[src/sv/pcr_pkg.sv]
// Shared types, codes and constants for the positioner command responder.
`timescale 1ns / 1ps

package pcr_pkg;

   // Event kinds carried in the mode field
   localparam logic [2:0] MODE_FRAME     = 3'd0;
   localparam logic [2:0] MODE_MOVE_DONE = 3'd1;
   localparam logic [2:0] MODE_LINK      = 3'd2;
   localparam logic [2:0] MODE_SET_XYZ   = 3'd3;
   localparam logic [2:0] MODE_LATERAL   = 3'd4;

   // Frame command codes
   localparam logic [7:0] CMD_SYSTEM  = 8'h8D;
   localparam logic [7:0] CMD_GET_X   = 8'h8E;
   localparam logic [7:0] CMD_GET_Y   = 8'h8F;
   localparam logic [7:0] CMD_GET_Z   = 8'h90;
   localparam logic [7:0] CMD_SET_X   = 8'hCE;
   localparam logic [7:0] CMD_SET_Y   = 8'hCF;
   localparam logic [7:0] CMD_SET_Z   = 8'hD0;
   localparam logic [7:0] CMD_MOVE    = 8'h10;

   // Subcommands
   localparam logic [7:0] SUB_STATUS_CLR = 8'd0;
   localparam logic [7:0] SUB_REVISION   = 8'd3;
   localparam logic [7:0] SUB_CHECKSUM   = 8'd4;
   localparam logic [7:0] SUB_NEEDLE     = 8'd5;
   localparam logic [7:0] SUB_STATUS     = 8'd6;
   localparam logic [7:0] SUB_POSITION   = 8'd0;
   localparam logic [7:0] SUB_TARGET     = 8'd1;
   localparam logic [7:0] SUB_SHUTTLE    = 8'd2;
   localparam logic [7:0] SUB_MOVE_XYZ   = 8'd0;
   localparam logic [7:0] SUB_MOVE_STEP  = 8'd2;
   localparam logic [7:0] ARG_CLEAR      = 8'd1;

   // Reply and status constants
   localparam logic [7:0]  REVISION       = 8'h01;
   localparam logic [7:0]  CHECKSUM_LOW   = 8'hAA;
   localparam logic [7:0]  CHECKSUM_HIGH  = 8'hBB;
   localparam logic [7:0]  STAT_LOW_RST   = 8'h42;
   localparam logic [7:0]  STAT_HIGH_RST  = 8'h80;
   localparam logic [7:0]  STAT_LOW_MASK  = 8'h3F;
   localparam logic [7:0]  STAT_HIGH_MASK = 8'h7F;
   localparam logic [7:0]  STAT_MOVING    = 8'h01;
   localparam logic [7:0]  STAT_DONE      = 8'h40;
   localparam logic [7:0]  STAT_HOME      = 8'h04;
   localparam logic [7:0]  STAT_AT_TARGET = 8'h02;
   localparam logic [15:0] HOME_X_MID     = 16'd1290;
   localparam logic [15:0] HOME_X_FAR     = 16'd2580;
   localparam logic [15:0] STEP_Z_LIMIT   = 16'd1300;
   localparam logic [15:0] STEP_Z_INC     = 16'd10;

   // Configuration register indexes
   localparam logic CSR_NEEDLE  = 1'b0;
   localparam logic CSR_SHUTTLE = 1'b1;

   typedef enum logic [1:0] {
      PEND_NONE      = 2'd0,
      PEND_XYZ       = 2'd1,
      PEND_STEP_DOWN = 2'd2
   } pend_type;

   typedef struct packed {
      logic [2:0]  mode;
      logic [7:0]  cmd_byte;
      logic [7:0]  sub_byte;
      logic [7:0]  arg_byte;
      logic        link_up;
      logic [15:0] pos_x;
      logic [15:0] pos_y;
      logic [15:0] pos_z;
      logic [1:0]  lateral;
   } req_type;

   typedef struct packed {
      logic [7:0] reply_code;
      logic [7:0] reply_low;
      logic [7:0] reply_high;
      logic [7:0] reply_check;
      logic       reply_valid;
   } rsp_type;

   // Engine state seen by the top level
   typedef struct packed {
      logic     connected;
      logic     moving;
      pend_type pending_move;
   } eng_status_type;

endpackage

[src/sv/pcr_engine.sv]
// Positioner state registers and the single-pass request decode.
`timescale 1ns / 1ps

module pcr_engine (
   input  logic                    clock,
   input  logic                    reset,
   input  logic                    fire,
   input  pcr_pkg::req_type        item,
   input  logic [15:0]             needle_level,
   input  logic [15:0]             shuttle_height,
   output pcr_pkg::rsp_type        reply,
   output pcr_pkg::eng_status_type status
);
   import pcr_pkg::*;

   logic        connected_ff, connected_in;
   logic        moving_ff, moving_in;
   pend_type    pending_ff, pending_in;
   logic [7:0]  stat_low_ff, stat_low_in;
   logic [7:0]  stat_high_ff, stat_high_in;
   logic [15:0] pos_ff [3];
   logic [15:0] pos_in [3];
   logic [15:0] tgt_ff [3];
   logic [15:0] tgt_in [3];

   logic [7:0]  ax_diff;
   logic [1:0]  ax;
   logic [15:0] z_step;
   logic [15:0] word_val;
   logic        known;
   logic        word;
   logic [7:0]  r_low;
   logic [7:0]  r_high;
   logic        home;

   function automatic logic [15:0] pick_axis(input logic [15:0] a0, input logic [15:0] a1,
                                             input logic [15:0] a2, input logic [1:0] sel);
      logic [15:0] v;
      case (sel)
         2'd0:    v = a0;
         2'd1:    v = a1;
         default: v = a2;
      endcase
      return v;
   endfunction

   // GET and SET groups share low bits: 8E/CE -> 0, 8F/CF -> 1, 90/D0 -> 2
   assign ax_diff = item.cmd_byte - ((item.cmd_byte[6]) ? CMD_SET_X : CMD_GET_X);
   assign ax      = ax_diff[1:0];

   assign z_step = (tgt_ff[2] > STEP_Z_LIMIT) ? STEP_Z_LIMIT : tgt_ff[2] + STEP_Z_INC;

   always_comb begin
      connected_in = connected_ff;
      moving_in    = moving_ff;
      pending_in   = pending_ff;
      stat_low_in  = stat_low_ff;
      stat_high_in = stat_high_ff;
      for (int i = 0; i < 3; i++) begin
         pos_in[i] = pos_ff[i];
         tgt_in[i] = tgt_ff[i];
      end
      known    = 1'b0;
      word     = 1'b0;
      word_val = '0;
      r_low    = '0;
      r_high   = '0;
      home     = 1'b0;
      reply    = '0;

      unique case (item.mode)
         MODE_FRAME: begin
            reply.reply_valid = 1'b1;
            if (connected_ff && !moving_ff) begin
               known = 1'b1;
               unique case (item.cmd_byte)
                  CMD_SYSTEM: begin
                     unique case (item.sub_byte)
                        SUB_STATUS_CLR: begin
                           r_low  = stat_low_ff;
                           r_high = stat_high_ff;
                           if (item.arg_byte == ARG_CLEAR) begin
                              stat_low_in  = stat_low_ff & STAT_LOW_MASK;
                              stat_high_in = stat_high_ff & STAT_HIGH_MASK;
                           end
                        end
                        SUB_REVISION: begin
                           r_low = REVISION;
                        end
                        SUB_CHECKSUM: begin
                           r_low  = CHECKSUM_LOW;
                           r_high = CHECKSUM_HIGH;
                        end
                        SUB_NEEDLE: begin
                           word     = 1'b1;
                           word_val = needle_level;
                        end
                        SUB_STATUS: begin
                           r_low  = stat_low_ff;
                           r_high = stat_high_ff;
                        end
                        default: known = 1'b0;
                     endcase
                  end
                  CMD_GET_X, CMD_GET_Y, CMD_GET_Z: begin
                     word = 1'b1;
                     if (item.sub_byte == SUB_POSITION) begin
                        word_val = pick_axis(pos_ff[0], pos_ff[1], pos_ff[2], ax);
                     end else if (item.sub_byte == SUB_TARGET) begin
                        word_val = pick_axis(tgt_ff[0], tgt_ff[1], tgt_ff[2], ax);
                     end else if (item.sub_byte == SUB_SHUTTLE && item.cmd_byte == CMD_GET_Z) begin
                        word_val = shuttle_height;
                     end else begin
                        known = 1'b0;
                     end
                  end
                  CMD_SET_X, CMD_SET_Y, CMD_SET_Z: begin
                     word     = 1'b1;
                     word_val = {item.arg_byte, item.sub_byte};
                     for (int i = 0; i < 3; i++) begin
                        if (ax == 2'(i)) tgt_in[i] = word_val;
                     end
                  end
                  CMD_MOVE: begin
                     if (item.sub_byte == SUB_MOVE_XYZ || item.sub_byte == SUB_MOVE_STEP) begin
                        stat_low_in = STAT_MOVING;
                        moving_in   = 1'b1;
                        pending_in  = (item.sub_byte == SUB_MOVE_XYZ) ? PEND_XYZ
                                                                      : PEND_STEP_DOWN;
                        r_low       = STAT_MOVING;
                        r_high      = stat_high_ff;
                     end else begin
                        known = 1'b0;
                     end
                  end
                  default: known = 1'b0;
               endcase
            end
            if (known) begin
               if (word) begin
                  r_low  = word_val[7:0];
                  r_high = word_val[15:8];
               end
               reply.reply_code  = item.cmd_byte;
               reply.reply_low   = r_low;
               reply.reply_high  = r_high;
               reply.reply_check = item.cmd_byte ^ r_low ^ r_high;
            end
         end
         MODE_MOVE_DONE: begin
            if (connected_ff && pending_ff != PEND_NONE) begin
               if (pending_ff == PEND_STEP_DOWN) tgt_in[2] = z_step;
               for (int i = 0; i < 3; i++) pos_in[i] = tgt_in[i];
               home = (tgt_in[0] == '0 || tgt_in[0] == HOME_X_FAR || tgt_in[0] == HOME_X_MID)
                      && tgt_in[1] == '0 && tgt_in[2] == '0;
               stat_low_in = STAT_DONE | (home ? STAT_HOME : STAT_AT_TARGET);
               moving_in   = 1'b0;
               pending_in  = PEND_NONE;
            end
         end
         MODE_LINK: begin
            connected_in = item.link_up;
            if (item.link_up && !connected_ff) begin
               moving_in    = 1'b0;
               stat_low_in  = STAT_LOW_RST;
               stat_high_in = STAT_HIGH_RST;
               for (int i = 0; i < 3; i++) pos_in[i] = '0;
            end
         end
         MODE_SET_XYZ: begin
            pos_in[0] = item.pos_x;
            pos_in[1] = item.pos_y;
            pos_in[2] = item.pos_z;
            tgt_in[0] = item.pos_x;
            tgt_in[1] = item.pos_y;
            tgt_in[2] = item.pos_z;
         end
         MODE_LATERAL: begin
            stat_high_in = {stat_high_ff[7:2], item.lateral};
         end
         default: ;
      endcase
   end

   always_ff @(posedge clock) begin
      if (reset) begin
         connected_ff <= 1'b0;
         moving_ff    <= 1'b0;
         pending_ff   <= PEND_NONE;
         stat_low_ff  <= STAT_LOW_RST;
         stat_high_ff <= STAT_HIGH_RST;
         for (int i = 0; i < 3; i++) begin
            pos_ff[i] <= '0;
            tgt_ff[i] <= '0;
         end
      end else if (fire) begin
         connected_ff <= connected_in;
         moving_ff    <= moving_in;
         pending_ff   <= pending_in;
         stat_low_ff  <= stat_low_in;
         stat_high_ff <= stat_high_in;
         for (int i = 0; i < 3; i++) begin
            pos_ff[i] <= pos_in[i];
            tgt_ff[i] <= tgt_in[i];
         end
      end
   end

   assign status.connected    = connected_ff;
   assign status.moving       = moving_ff;
   assign status.pending_move = pending_ff;

endmodule

[src/sv/positioner_command_responder.sv]
// Top level: request register, positioner engine, reply register and config registers.
//
//  channel | direction | handshake            | payload
//  --------+-----------+----------------------+---------------------------------
//  req     | in        | req_valid/req_ready  | req_data  (pcr_pkg::req_type)
//  rsp     | out       | rsp_valid/rsp_ready  | rsp_data  (pcr_pkg::rsp_type)
//  csr     | in        | csr_valid/csr_ready  | csr_index (1 bit), csr_data (16 bit)
//
// One request per cycle while rsp_ready is high; rsp_valid rises as a request passes
// the request register, then decode and state update into the reply register.
// Every request gives exactly one reply, including non-frame events.
// Reset is synchronous: positioner state returns to its power-up values, both
// pipeline registers empty, config registers clear.
// A stalled reply holds the pipe; req_ready stays high while the request register
// is empty or moving forward, so no bubble is inserted under a steady rsp_ready.
// csr writes are always taken: csr_ready is held high.
`timescale 1ns / 1ps

module positioner_command_responder (
   input  logic             clock,
   input  logic             reset,
   input  logic             req_valid,
   output logic             req_ready,
   input  pcr_pkg::req_type req_data,
   output logic             rsp_valid,
   input  logic             rsp_ready,
   output pcr_pkg::rsp_type rsp_data,
   input  logic             csr_valid,
   output logic             csr_ready,
   input  logic             csr_index,
   input  logic [15:0]      csr_data
);
   import pcr_pkg::*;

   // Request stage
   logic           in_valid_ff, in_valid_in;
   req_type        in_data_ff;
   // Reply stage
   logic           out_valid_ff, out_valid_in;
   rsp_type        out_data_ff;
   // Config registers
   logic [15:0]    needle_ff;
   logic [15:0]    shuttle_ff;

   logic           advance;
   rsp_type        reply;
   eng_status_type eng_status;

   // Request moves into the reply register when that register is free or drains now
   assign advance   = in_valid_ff && (!out_valid_ff || rsp_ready);
   assign req_ready = !in_valid_ff || advance;
   assign csr_ready = 1'b1;

   assign in_valid_in  = (req_valid && req_ready) || (in_valid_ff && !advance);
   assign out_valid_in = advance || (out_valid_ff && !rsp_ready);

   always_ff @(posedge clock) begin
      if (reset) begin
         in_valid_ff  <= 1'b0;
         out_valid_ff <= 1'b0;
      end else begin
         in_valid_ff  <= in_valid_in;
         out_valid_ff <= out_valid_in;
      end
   end

   always_ff @(posedge clock) begin
      if (req_valid && req_ready) begin
         in_data_ff <= req_data;
      end
      if (advance) begin
         out_data_ff <= reply;
      end
   end

   // Config writes: host must write only while no request is in flight; not enforced
   always_ff @(posedge clock) begin
      if (reset) begin
         needle_ff  <= '0;
         shuttle_ff <= '0;
      end else if (csr_valid && csr_ready) begin
         unique case (csr_index)
            CSR_NEEDLE:  needle_ff  <= csr_data;
            CSR_SHUTTLE: shuttle_ff <= csr_data;
            default: ;
         endcase
      end
   end

   pcr_engine u_engine (
      .clock          (clock),
      .reset          (reset),
      .fire           (advance),
      .item           (in_data_ff),
      .needle_level   (needle_ff),
      .shuttle_height (shuttle_ff),
      .reply          (reply),
      .status         (eng_status)
   );

   assign rsp_valid = out_valid_ff;
   assign rsp_data  = out_data_ff;

   // A running move always has a pending command behind it
   a_moving_pending: assert property (@(posedge clock) disable iff (reset)
      eng_status.moving |-> eng_status.pending_move != PEND_NONE)
      else $error("moving set with no pending move");

   // Check byte always matches the three reply bytes
   a_check_byte: assert property (@(posedge clock) disable iff (reset)
      rsp_valid |-> rsp_data.reply_check ==
                    (rsp_data.reply_code ^ rsp_data.reply_low ^ rsp_data.reply_high))
      else $error("reply check byte mismatch");

   // Non-frame events reply with all zero bytes
   a_event_zero: assert property (@(posedge clock) disable iff (reset)
      (rsp_valid && !rsp_data.reply_valid) |->
         (rsp_data.reply_code == '0 && rsp_data.reply_low == '0 &&
          rsp_data.reply_high == '0))
      else $error("non-frame reply carries data");

   // A stalled reply keeps the request stage from advancing
   a_stall_holds: assert property (@(posedge clock) disable iff (reset)
      (rsp_valid && !rsp_ready) |-> !advance)
      else $error("pipe advanced into a stalled reply");

endmodule

[config.mk]
export PLATFORM = sky130hd
export DESIGN_NAME = positioner_command_responder
export DESIGN_NICKNAME = d
export VERILOG_FILES = /design/src/sv/pcr_pkg.sv /design/src/sv/pcr_engine.sv /design/src/sv/positioner_command_responder.sv
export SDC_FILE = /design/constraint.sdc
export NUM_CORES = 1
export LEC_CHECK = 0
export BUFFER_PORTS_ARGS = -buffer_cell sky130_fd_sc_hd__buf_2
export CAP_MARGIN = 20
export CORE_ASPECT_RATIO = 1.25
export CORE_MARGIN = 3
export CORE_UTILIZATION = 59
export CTS_BUF_LIST = sky130_fd_sc_hd__clkbuf_8 sky130_fd_sc_hd__clkbuf_16
export CTS_CLUSTER_DIAMETER = 100
export DETAILED_ROUTE_END_ITERATION = 8
export PLACE_DENSITY = 0.84
export SETUP_SLACK_MARGIN = 0.3
export SYNTH_ARGS = -nofsm -noshare
export SYNTH_HDL_FRONTEND = slang
export SYNTH_SLANG_ARGS = --single-unit
[constraint.sdc]
create_clock -name clock -period 5 [get_ports clock]
set_input_delay 0 -clock clock [delete_from_list [all_inputs] [get_ports clock]]
set_output_delay 0 -clock clock [all_outputs]
set_load 0.1 [all_outputs]
* Word level (Yosys, flattened, before mapping)
Memory sizes are Yosys's and may differ from the RTL's. Index checks and enable logic that the tools add are counted.
Cells by class: reduce and logical (&&, ||, !) cells 50, muxes and demuxes 88, order comparisons 1, bitwise logic cells 11, add/sub/neg operators 2, equal/unequal tests 37
Operator list (count):
- two-way mux 16 bit | 19
- two-way mux 48 bit | 4
- two-way mux 8 bit | 20
- one-hot mux 48 bit (3 select lines) | 1
- one-hot mux 16 bit (3 select lines) | 2
- one-hot mux 8 bit (3 select lines) | 3
- one-hot mux 16 bit (2 select lines) | 2
- one-hot mux 32 bit (2 select lines) | 1
- one-hot mux 8 bit (2 select lines) | 4
- equality test 8 bit, second input constant | 7
- zero test 16 bit | 3
- equality test 8 x 3 -> 1 bit, second input constant | 3
- two-way mux 1 bit | 22
- adder 16 x 4 -> 16 bit, second input constant | 1
- equality test 16 x 11 -> 1 bit, second input constant | 1
- equality test 16 x 12 -> 1 bit, second input constant | 1
- equality test 8 x 1 -> 1 bit, second input constant | 2
- equality test 8 x 2 -> 1 bit, second input constant | 2
- > comparator 16 x 11 -> 1 bit, second input constant | 1
- AND reduction 8 bit | 2
- XOR 8 bit | 2
- != test 2 x 1 -> 1 bit, second input constant | 6
- logical AND 1 bit | 10
- two-way mux 2 bit | 5
- other kinds (34) | 65
Storage, ports and cells: output and inout bits 36, input bits 100, bits in registers 165, word-level logic and storage cells 217, memories kept 2, bits in writable memories 96
Memory list:
- u_engine.pos_ff | depth 3, width 16, rd ports 3, clocked after memory_dff 0, wr ports 3, line pcr_engine.sv:21 | logic [15:0] pos_ff [3];
- u_engine.tgt_ff | depth 3, width 16, rd ports 3, clocked after memory_dff 0, wr ports 3, line pcr_engine.sv:23 | logic [15:0] tgt_ff [3];

* Longest topological paths before layout
Gate-level depths: netlist of run 1.
word-level depth 12, mapped depth 11, depth with buffers taken out 9

* By module
From an unflattened synthesis of run 1, not the netlist that was laid out.
Unflattened totals: cells, all modules 1086, area total of the unflattened synthesis 12120.4 sq um
By module, submodules not included:
- pcr_engine | sequential area each 3103.0 sq um, instances 1, cells each 841, area each 7367.1 sq um
- positioner_command_responder | sequential area each 4013.8 sq um, instances 1, cells each 245, area each 4753.3 sq um

* Worst setup path after synthesis of run 1
Ideal clock, no wire load.
path kind register -> register, start reg out_valid_ff (netlist: rsp_valid), end mem u_engine.pos_ff[0][0] (enable), buffers on the path 1, stages on the path, launching flop included 6, path slack 119 ps, required time 4518 ps, library setup time 482 ps, clock period less this slack 4881 ps, data arrival time 4398 ps, cell sequence dfxtp_1 > nor2b_1 > nand2b_1 > nor2_1 > clkbuf_1 > a31oi_1
RTL lines:
- start, declared | line positioner_command_responder.sv:39 | logic out_valid_ff, out_valid_in;
- start signal, assigned | line positioner_command_responder.sv:63 | out_valid_ff <= out_valid_in;
- end, declared | line pcr_engine.sv:21

* Final worst setup path of run 1
start reg in_data_ff[63] in the netlist's numbering, end reg out_data_ff, in the netlist rsp_data[1], data pin
Between the ends: longest elaborated chain between the ends 12, elaborated cells between the ends (all ways) 46, classes of those cells 6 x eq/ne; 32 x mux; 2 x bitwise; 6 x reduce/logical
RTL lines:
- start, declared | line positioner_command_responder.sv:37 | req_type in_data_ff;
- start signal, assigned | line positioner_command_responder.sv:69 | in_data_ff <= req_data;
- equality test 8 x 2 -> 1 bit | line pcr_engine.sv:111, pcr_engine.sv:125
- logical AND 1 bit | line pcr_engine.sv:111 | end else if (item.sub_byte == SUB_SHUTTLE && item.cmd_byte == CMD_GET_Z) begin
- two-way mux 16 bit | line pcr_engine.sv:111
- two-way mux 16 bit | line pcr_engine.sv:109 | end else if (item.sub_byte == SUB_TARGET) begin
- two-way mux 16 bit | line pcr_engine.sv:107 | if (item.sub_byte == SUB_POSITION) begin
- one-hot mux 16 bit (3 select lines) | line pcr_engine.sv:76 | unique case (item.cmd_byte)
- two-way mux 16 bit | line pcr_engine.sv:74 | if (connected_ff && !moving_ff) begin
- two-way mux 8 bit | line pcr_engine.sv:140 | if (word) begin
- two-way mux 8 bit | line pcr_engine.sv:139 | if (known) begin
- two-way mux 8 bit | line pcr_engine.sv:71 | unique case (item.mode)
- XOR 8 bit (2 in series) | line pcr_engine.sv:147 | reply.reply_check = item.cmd_byte ^ r_low ^ r_high;
- end signal, assigned | line positioner_command_responder.sv:72 | out_data_ff <= reply;
- end, declared | line positioner_command_responder.sv:40 | rsp_type out_data_ff;
Parallel ways exist; a longest one is shown, timed or not. The select of a mux whose other input is x is not followed. A chain may end at the register's enable or synchronous reset.

==> results of run 1 <==
[final cells by class]
type | count | area (µm²)
clock buffers | 28 | 678
clock inverters | 18 | 120
flip-flops and latches | 252 | 7120
repair buffers | 251 | 1800
diodes | 1 | 2.50
inverters | 14 | 52.6
well taps | 265 | 332
multi-input cells | 798 | 4470
fillers | 1322 | 5110
[cells by family (layout without fill, tap and decap cells)]
| family | Yosys count | count (layout) |
|---|---|---|
| AOI/OAI and AO/OA | 318 | 318 |
| other | 2 | 3 |
| DFF | 252 | 252 |
| xor gates and xnor gates | 19 | 19 |
| buffers and inverters | 87 | 311 |
| and+or+nand+nor | 421 | 421 |
| adders and majority gates | 1 | 1 |
| muxes | 37 | 37 |
[per-layer routing]
metal / track usage / wire length [µm] / vias up
met5: 0 / 0 / -
met1: 0.419 / 13400 / 4824
met2: 0.587 / 18700 / 738
li1: - / - / 4583
met4: 0.199 / 2670 / 0
met3: 0.0509 / 3550 / 167
[per-stage QoR]
stage               std cells  worst slack (ps)  cell area (µm²)
finish                   1627              1430            14600
global route             1626              1170            14600
CTS                      1623              1480            14500
detailed placement       1480              1490            12800
global placement         1480              1480            12800
floorplan                1137              1000            12000
[cell usage in the layout (no fill, tap or decap), types with 13 or more instances in the layout]
cell type,n
a21oi_1,158
a221o_1,13
a22oi_1,22
buf_2,134
buf_4,18
clkbuf_16,26
dfxtp_1,45
dlygate4sd3_1,99
edfxtp_1,207
inv_1,17
mux2i_1,37
nand2_1,190
nand4_1,15
nor2_1,111
nor3_1,19
o21ai_0,69
xnor2_1,14
[worst reg2reg max path: cells and delay by family (launching register included)]
kind	cells	cell delay (ps)
AND/OR/NAND/NOR	4	1960
AO/OA/AOI/OAI	2	520
flip-flops	1	500
XOR/XNOR	2	320
[repair_timing]
action / CTS / global route
hold endpoints to repair: 112 / 2
hold buffers: 97 / 2
resized for setup: 0 / 0
[report_power, final]
| group | internal, mW | leakage (nW) | switching, mW |
|---|---|---|---|
| registers | 2.40 | 2.46 | 0.104 |
| logic | 0.180 | 2.51 | 0.336 |
| clock network | 1.03 | 0.420 | 0.788 |
[worst paths after layout]
check                      from                  to  cells after the start  slack (ps)
max              in_data_ff[63]         rsp_data[1]                      8        1430
min                       reset           rsp_valid                      3          20
max reg2reg      in_data_ff[63]         rsp_data[1]                      8        1430
min reg2reg  u_engine.moving_ff  u_engine.moving_ff                      2         460
[sequential cells by signal, indices dropped and copies added, names as in the netlist]
| name | count |
|---|---|
| in_data_ff | 78 |
| in_valid_ff | 1 |
| needle_ff | 16 |
| rsp_data | 33 |
| rsp_valid | 1 |
| shuttle_ff | 16 |
| u_engine.connected_ff | 1 |
| u_engine.moving_ff | 1 |
| u_engine.pending_ff | 2 |
| u_engine.pos_ff | 48 |
| u_engine.stat_high_ff | 3 |
| u_engine.stat_low_ff | 4 |
| u_engine.tgt_ff | 48 |
==> metrics.cfg, run 1 <==
[placement]
post-dp-hpwl_um = 25000
port_buffers = 134
place_congestion = 0.954

[sta]
hold_ws_ps = 19.1
slew_violations = 0
worst_pin_slew_ps = 1060
setup_viol = 0
hold_violations = 0
slew-limit-headroom = 0.287
fmax_ghz = 0.280
fin_worst_skew_ps = 16.6
rsz0062_at_grt = no
min_period_ps = 3570
fin_setup_tns_ps = 0
timing.final.crit_share = 0.713

[cts]
post_cts_buffers = 0
htree_num_levels = 1
ctsLongestPathBuffers = 3
cts_tree = done
cts_root_buf = clkbuf_16
numCtsBuffers = 25
clk_transition_reported_paths_ps = 60
cts_sinks = 252
clkLatencyLatePin_ps = 530

[logic_synthesis]
synthXorXnorAreaFrac = 0.0151
syn_area_um2 = 12000
synth_edf_count = 207
synthAdderAreaFrac = 0.00105
synth_common_cells = edfxtp_1 (207), nand2_1 (191), a21oi_1 (158)
synth_cells = 1137
avgSynthCellArea_um2 = 10.5
synthArstFlopShare = 0
yosysMostFrequentCell = edfxtp_1
synth_seq_area_share = 0.595
yosysUniqueCellTypes = 72
synth.top_cell.area_share = 0.519
yosys_warnings = 0
yosys.area.top_type = edfxtp_1
synth_top_family_by_area = simple AND/OR/NAND/NOR gates
synth.area.top_cells = edfxtp_1 (52%), dfxtp_1 (7.5%), a21oi_1 (6.6%), nand2_1 (6.0%), nor2_1 (3.5%)
syn_nets = 1238
synth_compound_area_frac = 0.160
ys_seq_elements = 252
synthSimpleGateAreaFrac = 0.165
synth_ff_type = edfxtp_1
synth_mux_area_frac = 0.0309

[cells_and_area]
nNetsFinal = 1443
drive_above_1_share = 0.166
area_growth_pct = 21.8
fin_util = 0.740

[power]
design_power_total_mw = 4.83
power_density_nw_per_um2 = 332
p_leak_nw = 5.39
vdd_drop_max_v = 0.000339

[setup_path]
crit_family = simple AND/OR/NAND/NOR gates
critPathMaxStageDelay_ps = 770
crit_path_start_kind = register
worstPathMaxFanout = 19
path_buf_inv = 0
path_class = reg2reg
required_ps = 5250
crit_path_end_kind = register
crit_path_frequent_cell = xnor2_1
cp_slowest_cell = nor4_4
cp_data_arrival_time_ps = 3810
cp_cell_sequence = or2_2 -> nor4_4 -> and2_1 -> a21oi_1 -> a221oi_2 -> xnor2_1 -> xnor2_1 -> nor2_1

[global_routing]
grt_pass1_wl_um = 57600
first_global_vias = 9918
grt_max_degree = 68
grt_antenna_before_repair = 1
overflow = 0
grt_use_total = 0.343

[routing]
wl_per_cell_um = 23.5
drtIter0Drc = 1549
totalWireLength_um = 38300
via_count = 10312
antenna_left = 0
dr.pass1.iters = 6
vias_per_cell = 6.34
drc = 0

[die]
die_area_um2 = 22000
start_util = 0.608
core_um2 = 19700
die_h_um = 165
pin_count = 136
die_w_um = 133
placementRows = 57

[hold_path]
hold_class = in2reg

[outcome]
outcome = finished, final reports clean

[flow_run]
max-cap-violations = 0

Note: power is estimated with default switching activity, not from simulation.
==> run 2, diff against run 1 <==
Settings changed: ABC_AREA set to 1, CORE_UTILIZATION 59 to 53, PLACE_DENSITY 0.84 to 0.8.
Clock period 5 ns to 3.2 ns, I/O delays scaled along.
==> metrics.cfg, run 2 <==
[placement]
place_congestion = 1.02
post-dp-hpwl_um = 26400
port_buffers = 134
dp_slack_ps = 549

[sta]
slew_violations = 0
rsz0062_at_grt = no
hold_ws_ps = 175
fin_worst_skew_ps = 17.2
worst_pin_slew_ps = 987
hold_violations = 0
timing.final.crit_share = 0.838
setup_viol = 0
min_period_ps = 2680
slew-limit-headroom = 0.341
setup_slack_ps = 518
fmax_ghz = 0.373
fin_setup_tns_ps = 0

[cells_and_area]
antenna_cells = 0
fillers = 1758
seq_area_um2 = 7120
drive_above_1_share = 0.162
largest_register_ffs = 78
nNetsFinal = 1705
area_growth_pct = 23.7
fin_util = 0.672
final_common_cell = nand2_1
most-common-layout-cells = nand2_1 (372), edfxtp_1 (207), a21oi_1 (151), nor2_1 (146), buf_2 (134)
regMostFlops = in_data_ff
reg.largest.list = in_data_ff: 78 flops, u_engine.pos_ff: 48 flops, u_engine.tgt_ff: 48 flops
multi_input_area_um2 = 4340

[cts]
cts_tree = done
clkLatencyLatePin_ps = 540
ctsLongestPathBuffers = 3
cts_root_buf = clkbuf_16
clk_transition_reported_paths_ps = 60
post_cts_buffers = 0
cts_sinks = 252
htree_num_levels = 1
numCtsBuffers = 25

[logic_synthesis]
syn_nets = 1468
synth_seq_area_share = 0.584
syn_area_um2 = 12200
synth.area.top_cells = edfxtp_1 (51%), nand2_1 (11%), dfxtp_1 (7.4%), a21oi_1 (6.2%), nor2_1 (4.5%)
yosys_warnings = 0
synth_common_cells = nand2_1 (373), edfxtp_1 (207), a21oi_1 (152)
avgSynthCellArea_um2 = 8.91
yosysUniqueCellTypes = 45
synth.top_cell.area_share = 0.510
yosys.area.top_type = edfxtp_1
synth_ff_type = edfxtp_1
yosysMostFrequentCell = nand2_1
synthArstFlopShare = 0
synth_cells = 1367
synth_edf_count = 207
ys_seq_elements = 252

[routing]
wl_per_cell_um = 19.7
dr.pass1.iters = 8
vias_per_cell = 5.66
drc = 0
drtIter0Drc = 1410
totalWireLength_um = 37600
antenna_left = 0
via_count = 10785

[setup_path]
worstPathMaxFanout = 48
cp_cell_sequence = inv_2 -> nor2_2 -> inv_2 -> nor2_8 -> inv_2 -> nor2_1 -> inv_1 -> a21oi_2 -> o21bai_1 -> clkinvlp_4 -> buf_4
required_ps = 3360
r2r_start = in_data_ff[75]
cp_data_arrival_time_ps = 2850
crit_path_frequent_cell = inv_2
critPathLaunch = in_data_ff[75]
crit_path_start_kind = register
path_class = reg2reg
crit_path_end_kind = register
critPathMaxStageDelay_ps = 490
cp_slowest_cell = edfxtp_1

[die]
die_h_um = 176
core_um2 = 22400
die_area_um2 = 24900
die_w_um = 142
pin_count = 136
placementRows = 61
start_util = 0.543

[hold_path]
worstHoldStart = req_data[49]
hold_class = in2reg

[power]
power_density_nw_per_um2 = 514
p_leak_nw = 6.14
vdd_drop_max_v = 0.000522

[global_routing]
overflow = 0
grt_max_degree = 97
grt_use_total = 0.301
grt_antenna_before_repair = 0
grt_pass1_wl_um = 57900
first_global_vias = 10594

[outcome]
outcome = finished, final reports clean

[flow_run]
max-cap-violations = 0

-- run 2: changes by cell type after synthesis, sizes merged, moves of 19 or more --
cell,delta
nand2,+188
inv,+118
o21ai,+19
a22oi,-20
mux2i,-37
nand3,+34
clkbuf,-20
nor2,+45
-- run 2: power breakdown --
group	internal, mW	total, mW	switching, mW
sequential	3.77	3.91	0.142
combinational	0.301	0.917	0.616
clock	1.67	2.92	1.25
-- run 2: metal layers --
metal	global-route usage	wire (µm)
met2	0.516	18400
met5	0	0
met1	0.364	13600
met3	0.0468	3190
met4	0.158	2390
-- run 2: worst max-delay path: cells and delay by family, from the launching register on --
family,cells,cell delay [ps]
AND/OR/NAND/NOR,3,240
flip-flops,1,490
AO/OA/AOI/OAI,2,280
buffers and inverters,6,1250
-- run 2: layout make-up --
cell class | instances | share of cell area
Inverter | 133 | 0.0340
Tap cell | 283 | 0.0235
Timing Repair Buffer | 264 | 0.127
Clock buffer | 31 | 0.0477
Clock inverter | 15 | 0.00697
Multi-Input combinational cell | 928 | 0.288
Sequential cell | 252 | 0.472
-- run 2: kinds of logic after synthesis --
logic type                 count (synthesis)  share of synthesized area
AOI/OAI and AO/OA                        299                      0.134
xor gates and xnor gates                   3                    0.00216
adders and majority gates                  1                    0.00103
buffers and inverters                    187                     0.0628
DFF                                      252                      0.584
other                                      2                   0.000616
and+or+nand+nor                          623                      0.215
-- run 2: path summary, 6_finish.rpt --
kind | endpoint | slack (ps) | cells after the start
worst min register to register | needle_ff[6] | 450 | 2
worst max-delay path | u_engine.pos_ff[0][43] | 520 | 11
worst max register to register | u_engine.pos_ff[0][43] | 520 | 11
worst min-delay path | in_data_ff[49] | 170 | 2
-- run 2: per-stage QoR --
stage	power [mW]	area (µm²)	instances
5_1_grt	8.01	15100	1906
3_3_place_gp	4.75	13200	1756
3_5_place_dp	4.77	13200	1756
6_report	7.75	15100	1906
2_1_floorplan	4.46	12200	1367
4_1_cts	7.73	15100	1906
-- run 2: what timing repair did --
item                                    4_1_cts  5_1_grt
hold endpoints to repair                    119        0
endpoints found under the setup margin        0        2
gates resized for setup                       0        2
hold buffers                                104        0
